==> config.mk <==
export PLATFORM = sky130hd
export DESIGN_NAME = resp_request_parser
export DESIGN_NICKNAME = d
export VERILOG_FILES = /design/src/hdl/rrp_pkg.sv /design/src/hdl/rrp_parse.sv /design/src/hdl/resp_request_parser.sv
export SDC_FILE = /design/constraint.sdc
export NUM_CORES = 1
export LEC_CHECK = 0
export BUFFER_PORTS_ARGS = -buffer_cell sky130_fd_sc_hd__buf_2
export CORE_MARGIN = 2
export CORE_UTILIZATION = 38
export DETAILED_ROUTE_END_ITERATION = 6
export PLACE_DENSITY = 0.6
export SETUP_SLACK_MARGIN = 0.4
export SYNTH_ARGS = -nofsm -noshare
export SYNTH_HDL_FRONTEND = slang
export SYNTH_HIERARCHICAL = 1
export SYNTH_SLANG_ARGS = --single-unit
==> constraint.sdc <==
create_clock -name clock -period 4.78 [get_ports clock]
set_input_delay 0.239 -clock clock [delete_from_list [all_inputs] [get_ports clock]]
set_output_delay 0.239 -clock clock [all_outputs]
set_load 0.01 [all_outputs]
==> src/hdl/rrp_pkg.sv <==
// Shared types, result codes and parameter defaults for the RESP request parser.
`default_nettype none

package rrp_pkg;

   // Default widths of the argument count and of an argument length.
   localparam int COUNT_BITS_DEFAULT = 32;
   localparam int LEN_BITS_DEFAULT   = 32;

   // Result kinds.
   localparam logic [2:0] KIND_FRAME  = 3'd0;
   localparam logic [2:0] KIND_BYTE   = 3'd1;
   localparam logic [2:0] KIND_END    = 3'd2;
   localparam logic [2:0] KIND_FAIL   = 3'd3;
   localparam logic [2:0] KIND_IGNORE = 3'd4;

   typedef struct packed {
      logic [2:0] kind;
      logic [7:0] payload;
      logic       first_arg;
      logic       command_end;
   } rrp_result_type;

endpackage

`default_nettype wire

==> src/hdl/rrp_parse.sv <==
// Parser state machine: consumes one request byte per step and forms its result.
`default_nettype none

module rrp_parse #(
   parameter int COUNT_BITS = rrp_pkg::COUNT_BITS_DEFAULT,
   parameter int LEN_BITS   = rrp_pkg::LEN_BITS_DEFAULT
) (
   input  wire logic                    clock,
   input  wire logic                    reset,
   input  wire logic                    step,
   input  wire logic [7:0]              byte_in,
   output rrp_pkg::rrp_result_type      result
);

   import rrp_pkg::*;

   localparam int NUM_BITS = (COUNT_BITS > LEN_BITS) ? COUNT_BITS : LEN_BITS;

   localparam logic [7:0] CHAR_STAR   = 8'h2A;
   localparam logic [7:0] CHAR_DOLLAR = 8'h24;
   localparam logic [7:0] CHAR_CR     = 8'h0D;
   localparam logic [7:0] CHAR_LF     = 8'h0A;
   localparam logic [7:0] CHAR_ZERO   = 8'h30;
   localparam logic [7:0] CHAR_NINE   = 8'h39;
   localparam logic [7:0] CHAR_LOW_A  = 8'h61;
   localparam logic [7:0] CHAR_LOW_Z  = 8'h7A;
   localparam logic [7:0] CASE_OFFSET = 8'h20;

   typedef enum logic [2:0] {
      PH_STAR,
      PH_COUNT,
      PH_DOLLAR,
      PH_LEN,
      PH_DATA,
      PH_CR,
      PH_LF
   } phase_type;

   phase_type               phase_ff, phase_in;
   logic [NUM_BITS-1:0]     acc_ff, acc_in;
   logic                    bad_ff, bad_in;
   logic                    started_ff, started_in;
   logic                    cr_ff, cr_in;
   logic [COUNT_BITS-1:0]   expected_ff, expected_in;
   logic [COUNT_BITS-1:0]   done_ff, done_in;
   logic [LEN_BITS-1:0]     left_ff, left_in;
   logic                    failed_ff, failed_in;

   logic [NUM_BITS+3:0]     acc_ext;
   logic [NUM_BITS+3:0]     acc_next;
   logic [3:0]              digit;
   logic                    is_digit;
   logic                    is_count;
   logic                    overflow;
   logic                    number_ok;
   logic [COUNT_BITS:0]     done_inc;
   rrp_result_type          res;

   // acc * 10 + digit, wide enough that an overflow past the field width shows up.
   assign digit    = byte_in[3:0];
   assign is_digit = (byte_in >= CHAR_ZERO) && (byte_in <= CHAR_NINE);
   assign is_count = (phase_ff == PH_COUNT);
   assign acc_ext  = {4'b0000, acc_ff};
   assign acc_next = (acc_ext << 3) + (acc_ext << 1) + {{NUM_BITS{1'b0}}, digit};
   assign overflow = is_count ? ((acc_next >> COUNT_BITS) != '0)
                              : ((acc_next >> LEN_BITS) != '0);
   assign number_ok = started_ff && !bad_ff && (!is_count || (acc_ff != '0));
   assign done_inc  = {1'b0, done_ff} + {{COUNT_BITS{1'b0}}, 1'b1};

   always_comb begin
      phase_in    = phase_ff;
      acc_in      = acc_ff;
      bad_in      = bad_ff;
      started_in  = started_ff;
      cr_in       = cr_ff;
      expected_in = expected_ff;
      done_in     = done_ff;
      left_in     = left_ff;
      failed_in   = failed_ff;
      res         = '{kind: KIND_FRAME, payload: 8'h00, first_arg: 1'b0, command_end: 1'b0};

      if (failed_ff) begin
         res.kind = KIND_IGNORE;
      end else begin
         case (phase_ff)
            PH_STAR, PH_DOLLAR: begin
               if (byte_in == ((phase_ff == PH_STAR) ? CHAR_STAR : CHAR_DOLLAR)) begin
                  acc_in     = '0;
                  bad_in     = 1'b0;
                  started_in = 1'b0;
                  cr_in      = 1'b0;
                  phase_in   = (phase_ff == PH_STAR) ? PH_COUNT : PH_LEN;
               end else begin
                  res.kind = KIND_FAIL;
               end
            end
            PH_COUNT, PH_LEN: begin
               if (cr_ff) begin
                  if (byte_in != CHAR_LF || !number_ok) begin
                     res.kind = KIND_FAIL;
                  end else if (is_count) begin
                     expected_in = acc_ff[COUNT_BITS-1:0];
                     done_in     = '0;
                     phase_in    = PH_DOLLAR;
                  end else begin
                     left_in  = acc_ff[LEN_BITS-1:0];
                     phase_in = (acc_ff == '0) ? PH_CR : PH_DATA;
                  end
                  if (byte_in == CHAR_LF) begin
                     acc_in     = '0;
                     bad_in     = 1'b0;
                     started_in = 1'b0;
                     cr_in      = 1'b0;
                  end
               end else if (byte_in == CHAR_CR) begin
                  cr_in = 1'b1;
               end else if (is_digit) begin
                  started_in = 1'b1;
                  if (!bad_ff) begin
                     if (overflow) begin
                        bad_in = 1'b1;
                     end else begin
                        acc_in = acc_next[NUM_BITS-1:0];
                     end
                  end
               end else begin
                  started_in = 1'b1;
                  bad_in     = 1'b1;
               end
            end
            PH_DATA: begin
               res.kind      = KIND_BYTE;
               res.first_arg = (done_ff == '0);
               res.payload   = byte_in;
               if ((done_ff == '0) && byte_in >= CHAR_LOW_A && byte_in <= CHAR_LOW_Z) begin
                  res.payload = byte_in - CASE_OFFSET;
               end
               left_in = left_ff - {{(LEN_BITS-1){1'b0}}, 1'b1};
               if (left_ff == {{(LEN_BITS-1){1'b0}}, 1'b1}) begin
                  phase_in = PH_CR;
               end
            end
            PH_CR: begin
               if (byte_in == CHAR_CR) begin
                  phase_in = PH_LF;
               end else begin
                  res.kind = KIND_FAIL;
               end
            end
            PH_LF: begin
               if (byte_in == CHAR_LF) begin
                  res.kind      = KIND_END;
                  res.first_arg = (done_ff == '0);
                  if (done_inc >= {1'b0, expected_ff}) begin
                     res.command_end = 1'b1;
                     done_in         = '0;
                     phase_in        = PH_STAR;
                  end else begin
                     done_in  = done_inc[COUNT_BITS-1:0];
                     phase_in = PH_DOLLAR;
                  end
               end else begin
                  res.kind = KIND_FAIL;
               end
            end
            default: begin
               res.kind = KIND_FAIL;
            end
         endcase
         if (res.kind == KIND_FAIL) begin
            failed_in = 1'b1;
         end
      end
   end

   assign result = res;

   always_ff @(posedge clock) begin
      if (reset) begin
         phase_ff    <= PH_STAR;
         acc_ff      <= '0;
         bad_ff      <= 1'b0;
         started_ff  <= 1'b0;
         cr_ff       <= 1'b0;
         expected_ff <= '0;
         done_ff     <= '0;
         left_ff     <= '0;
         failed_ff   <= 1'b0;
      end else if (step) begin
         phase_ff    <= phase_in;
         acc_ff      <= acc_in;
         bad_ff      <= bad_in;
         started_ff  <= started_in;
         cr_ff       <= cr_in;
         expected_ff <= expected_in;
         done_ff     <= done_in;
         left_ff     <= left_in;
         failed_ff   <= failed_in;
      end
   end

endmodule

`default_nettype wire

==> src/hdl/resp_request_parser.sv <==
// Top level of the RESP multi-bulk request parser with its result register and skid stage.
//
//   Channel   Direction   Ports                                  Carries
//   req_      in          req_valid req_stall req_byte_req       one request byte per item
//   rsp_      out         rsp_valid rsp_stall rsp_kind           one result item per byte
//                         rsp_payload rsp_first_arg
//                         rsp_command_end
//
// Every accepted byte yields exactly one result item. It shows on the rsp_ ports in the cycle
// after the byte is accepted when no earlier result is still waiting, and later otherwise.
// A new byte may be accepted in every cycle while req_stall is low; the rate is set by the
// single pass through the parser's next-state logic, which updates the phase and counter
// registers at the accepting edge. The result register plus one skid entry let the parser
// keep taking bytes while a result waits; req_stall rises only when both hold items.
// Synchronous reset puts the parser at the start of a command and empties both stages.
`default_nettype none

module resp_request_parser #(
   parameter int COUNT_BITS = rrp_pkg::COUNT_BITS_DEFAULT,
   parameter int LEN_BITS   = rrp_pkg::LEN_BITS_DEFAULT
) (
   input  wire logic       clock,
   input  wire logic       reset,
   input  wire logic       req_valid,
   output logic            req_stall,
   input  wire logic [7:0] req_byte_req,
   output logic            rsp_valid,
   input  wire logic       rsp_stall,
   output logic [2:0]      rsp_kind,
   output logic [7:0]      rsp_payload,
   output logic            rsp_first_arg,
   output logic            rsp_command_end
);

   import rrp_pkg::*;

   logic           accept;
   logic           take;
   rrp_result_type result;

   // Output side: a result register and one skid entry behind it.
   logic           main_valid_ff, main_valid_in;
   logic           skid_valid_ff, skid_valid_in;
   rrp_result_type main_ff, main_in;
   rrp_result_type skid_ff, skid_in;

   // The skid entry is the only reason to hold off the sender.
   assign req_stall = skid_valid_ff;
   assign accept    = req_valid && !req_stall;
   assign take      = main_valid_ff && !rsp_stall;

   rrp_parse #(
      .COUNT_BITS (COUNT_BITS),
      .LEN_BITS   (LEN_BITS)
   ) u_parse (
      .clock   (clock),
      .reset   (reset),
      .step    (accept),
      .byte_in (req_byte_req),
      .result  (result)
   );

   // Results leave in order: the skid entry always moves up before a new result lands.
   always_comb begin
      main_valid_in = main_valid_ff;
      skid_valid_in = skid_valid_ff;
      main_in       = main_ff;
      skid_in       = skid_ff;
      if (take) begin
         if (skid_valid_ff) begin
            main_in       = skid_ff;
            skid_valid_in = 1'b0;
         end else if (accept) begin
            main_in = result;
         end else begin
            main_valid_in = 1'b0;
         end
      end else if (accept) begin
         if (!main_valid_ff) begin
            main_in       = result;
            main_valid_in = 1'b1;
         end else begin
            skid_in       = result;
            skid_valid_in = 1'b1;
         end
      end
   end

   always_ff @(posedge clock) begin
      if (reset) begin
         main_valid_ff <= 1'b0;
         skid_valid_ff <= 1'b0;
      end else begin
         main_valid_ff <= main_valid_in;
         skid_valid_ff <= skid_valid_in;
      end
      main_ff <= main_in;
      skid_ff <= skid_in;
   end

   assign rsp_valid       = main_valid_ff;
   assign rsp_kind        = main_ff.kind;
   assign rsp_payload     = main_ff.payload;
   assign rsp_first_arg   = main_ff.first_arg;
   assign rsp_command_end = main_ff.command_end;

`ifndef SYNTHESIS
   // The skid entry is never filled while the result register is empty.
   assert property (@(posedge clock) disable iff (reset) skid_valid_ff |-> main_valid_ff)
      else $error("skid entry holds an item ahead of an empty result register");

   // Once a failure is delivered, every later result reports an ignored byte.
   assert property (@(posedge clock) disable iff (reset)
      (rsp_valid && !rsp_stall && (rsp_kind == KIND_FAIL || rsp_kind == KIND_IGNORE))
      |=> (!rsp_valid || rsp_kind == KIND_IGNORE))
      else $error("parser produced a live result after a failure");

   // The payload byte and the command-end flag only travel with their own result kinds.
   assert property (@(posedge clock) disable iff (reset)
      rsp_valid |-> ((rsp_kind == KIND_BYTE || rsp_payload == 8'h00)
                     && (!rsp_command_end || rsp_kind == KIND_END)))
      else $error("payload or command end set on the wrong result kind");

   // An accepted byte while nothing waits shows up as a result in the next cycle.
   assert property (@(posedge clock) disable iff (reset)
      (accept && !main_valid_ff) |=> rsp_valid)
      else $error("accepted item did not reach the result register");
`endif

endmodule

`default_nettype wire
==> impl_metrics.json <==
{
  "hold_class": "in2reg",
  "cts.clk_slew.worst_paths_ps": 70,
  "viasPerCell": 5.54,
  "die_h_um": 174,
  "power.switching_w": 0.000709,
  "synthAdderAreaFrac_pct": 12.0,
  "post-route-period-util_pct": 90.3,
  "final_area_um2": 12500,
  "drv_slew": 0,
  "synth_top_family_by_area": "simple AND/OR/NAND/NOR gates",
  "drt_iter0_drc": 859,
  "fin_nets": 1494,
  "power_frac_clock_pct": 48.9,
  "ioPinCount": 27,
  "synthArstFlopShare_pct": 0,
  "die_w_um": 174,
  "synth_largest_area_cell": "dfxtp_1",
  "irDropWorstVdd_v": 0.000263,
  "wl_mm": 29.6,
  "worst_setup_path_end_kind": "flop",
  "m1WireLength_mm": 14.5,
  "combPwrFrac_pct": 3.0,
  "routed-wl-met2_mm": 13.2,
  "drc_errors": 0,
  "rsz0062_at_grt": "true",
  "p_int_w": 0.00223,
  "postCtsHoldBufs": 0,
  "crit_type": "reg2reg",
  "grtUsageTotal_pct": 19.2,
  "synth.cell_area_um2": 11000,
  "maxSlewHeadroom_pct": 21.5,
  "synth_compound_area_share_pct": 18.8,
  "clock_path_buffers": 2,
  "area_delta_synth_final_pct": 13.7,
  "power_w": 0.00294,
  "period_minus_slack_ps": 4320,
  "cts_tree": "built",
  "yosys-mux-area-fraction_pct": 4.96,
  "core_area_um2": 28600,
  "synth-seq-area-share_pct": 32.0,
  "worstMarginPinSlew_ps": 1180,
  "synth.distinct_cells": 75,
  "drtPass1Iterations": 5,
  "cts_root_buffer": "clkbuf_16",
  "wire_per_inst_um": 16.7,
  "postSynthCellCount": 1365,
  "fin_skew_ps": 11.3,
  "ys_ff_latch": 163,
  "top_layer_used": "met4",
  "num_vias": 9837,
  "cp.required_ps": 5050,
  "fmax_mhz": 232,
  "swShare_pct": 24.1,
  "fp-row-count": 62,
  "dp_hpwl_mm": 20.3,
  "startpoint_type": "flop",
  "outcome": "finished clean",
  "synth.area.top_cells": "dfxtp_1 (25%), ha_1 (12%), edfxtp_1 (7.1%)",
  "yosys.area.top_type_share_pct": 24.9,
  "wl_met3_mm": 1.23,
  "drtAntennaViolNets": 0,
  "powerDensity_nw_per_um2": 235,
  "cp.arrival_ps": 4590,
  "p_leak_nw": 4.93,
  "htreeDepth": 4,
  "seqPwrFrac_pct": 48.1,
  "synthSimpleGateAreaFrac_pct": 22.8,
  "worstSkewPairLatency_ps": 430,
  "antenna_found_initial": 0,
  "fin_setup_tns_ps": 0,
  "die-area_um2": 30400,
  "drive_gt1_share_pct": 12.1,
  "grt_pass1_wl_mm": 47.5,
  "antennaDiodeCount": 0,
  "place_congestion": 0.852,
  "synth_edf_count": 26,
  "clock-sinks": 163,
  "port_buffers": 26,
  "synthFlopType": "dfxtp_1",
  "setup_viol": 0,
  "hold_viol": 0,
  "placed_area_um2": 11500,
  "numCtsBuffers": 17,
  "initial_core_util_pct": 38.5,
  "maxCapViolCount": 0,
  "syn_area_per_cell_um2": 8.07,
  "yosysWarningCount": 6,
  "synth_xor_area_share_pct": 4.29,
  "syn_nets": 1481,
  "grt_max_degree": 102,
  "grt_pass1_vias": 9026,
  "grt-ovfl-total": 0,
  "crit_fanout": 10
}
[layout by cell type, fill, tap and decap left out, types with 34 or more instances in the layout]
master | synthesis | routed
a21oi_1 | 128 | 125
ha_1 | 102 | 101
nand2_1 | 205 | 204
o21ai_0 | 70 | 70
mux2i_1 | 34 | 34
nand3_1 | 43 | 39
nor4_1 | 35 | 34
nor2_1 | 108 | 105
inv_1 | 67 | 67
xnor2_1 | 39 | 36
dfxtp_1 | 137 | 128
[power groups by stage]
stage	combinational, W	clock [W]	sequential (W)
floorplan	0.0000503	0	0.00145
global placement	0.0000875	0	0.00145
detailed placement	0.0000883	0	0.00145
CTS	0.0000887	0.00147	0.00142
global route	0.0000976	0.00152	0.00142
finish	0.0000879	0.00144	0.00141
[metrics by stage]
| step | cells | setup slack (ps) | hold WS (ps) | util (%) |
|---|---|---|---|---|
| 5_1_grt | 1775 | 341 | 93.8 | 43.8 |
| 4_1_cts | 1761 | 399 | 68.1 | 42.7 |
| 3_5_place_dp | 1725 | -15.0 | 446 | 40.2 |
| 6_report | 1775 | 463 | 86.0 | 43.8 |
| 2_1_floorplan | 1365 | 684 | 311 | - |
| 3_3_place_gp | 1725 | 131 | 440 | 40.2 |
[kinds of logic after synthesis]
kind of cell,Yosys count
flip-flops,163
adder cells (fa/ha/maj),104
buffers and inverters,136
XOR/XNOR,54
multiplexers,49
AND/OR/NAND/NOR,523
AO/OA/AOI/OAI,336
[cell usage after synthesis, drive strengths merged (20+ instances only)]
| library cell | n |
|---|---|
| nand2 | 205 |
| dfxtp | 137 |
| a21oi | 129 |
| nor2 | 108 |
| ha | 102 |
| o21ai | 71 |
| inv | 67 |
| clkbuf | 49 |
| nand3 | 43 |
| xnor2 | 39 |
| nor4 | 35 |
| mux2i | 34 |
| a22oi | 33 |
| nor3 | 29 |
| edfxtp | 26 |
| a21o | 24 |
| buf | 20 |
[worst max-delay path, cell delays in order, from the launching register on]
cell       delay (ps)
dfxtp_4           370
and4_4            240
nand4_1           170
or3_4             430
nand2b_4          160
or4_4             570
xnor2_4           180
ha_4              270
and4_1            190
nand3_2            80
o41ai_4           370
a221oi_2          130
o31ai_2            90
and4bb_4          260
buf_4             140
clkbuf_16         160
a21o_1            170
a21oi_1           120
nor2_1             50
[routing by layer]
| layer | track usage, % | vias to the layer above |
|---|---|---|
| met2 | 30.6 | 230 |
| li1 | - | 4927 |
| met4 | 6.30 | 0 |
| met1 | 26.8 | 4633 |
| met5 | 0 | - |
| met3 | 2.80 | 47 |
[worst paths after layout]
path                                        startpoint                endpoint  slack, ps  cells after the start
worst min-delay path                             reset               rsp_valid         90                      2
worst max-delay path                u_parse/done_ff[5]     u_parse/done_ff[18]        460                     18
worst min register to register  u_parse/expected_ff[4]  u_parse/expected_ff[4]        450                      2
worst max register to register      u_parse/done_ff[5]     u_parse/done_ff[18]        460                     18
[timing repair]
item | CTS | global route
setup endpoints to repair | 35 | 64
buffers inserted | 3 | 13
gates resized for setup | 19 | 39
hold endpoints to repair | 0 | 0
gates cloned | 1 | 1
pin swaps | 4 | 17
[flip-flops by register name, indices dropped and copies added (netlist names)]
| name | count |
|---|---|
| u_parse/acc_ff | 32 |
| u_parse/done_ff | 32 |
| u_parse/expected_ff | 32 |
| u_parse/left_ff | 32 |
| skid_ff | 13 |
| rsp_payload | 8 |
| rsp_kind | 3 |
| u_parse/phase_ff | 3 |
| req_stall | 1 |
| rsp_command_end | 1 |
| rsp_first_arg | 1 |
| rsp_valid | 1 |
| u_parse/bad_ff | 1 |
| u_parse/cr_ff | 1 |
| u_parse/failed_ff | 1 |
| u_parse/started_ff | 1 |
[area by class of cell]
cell class,instances,area (um^2)
Inverter,67,251
Clock inverter,15,191
Timing Repair Buffer,63,485
Tap cell,384,480
Clock buffer,17,425
Fill cell,2809,16100
Sequential cell,163,3550
Multi-Input combinational cell,1066,7140
(Power assumes the default switching activity.)
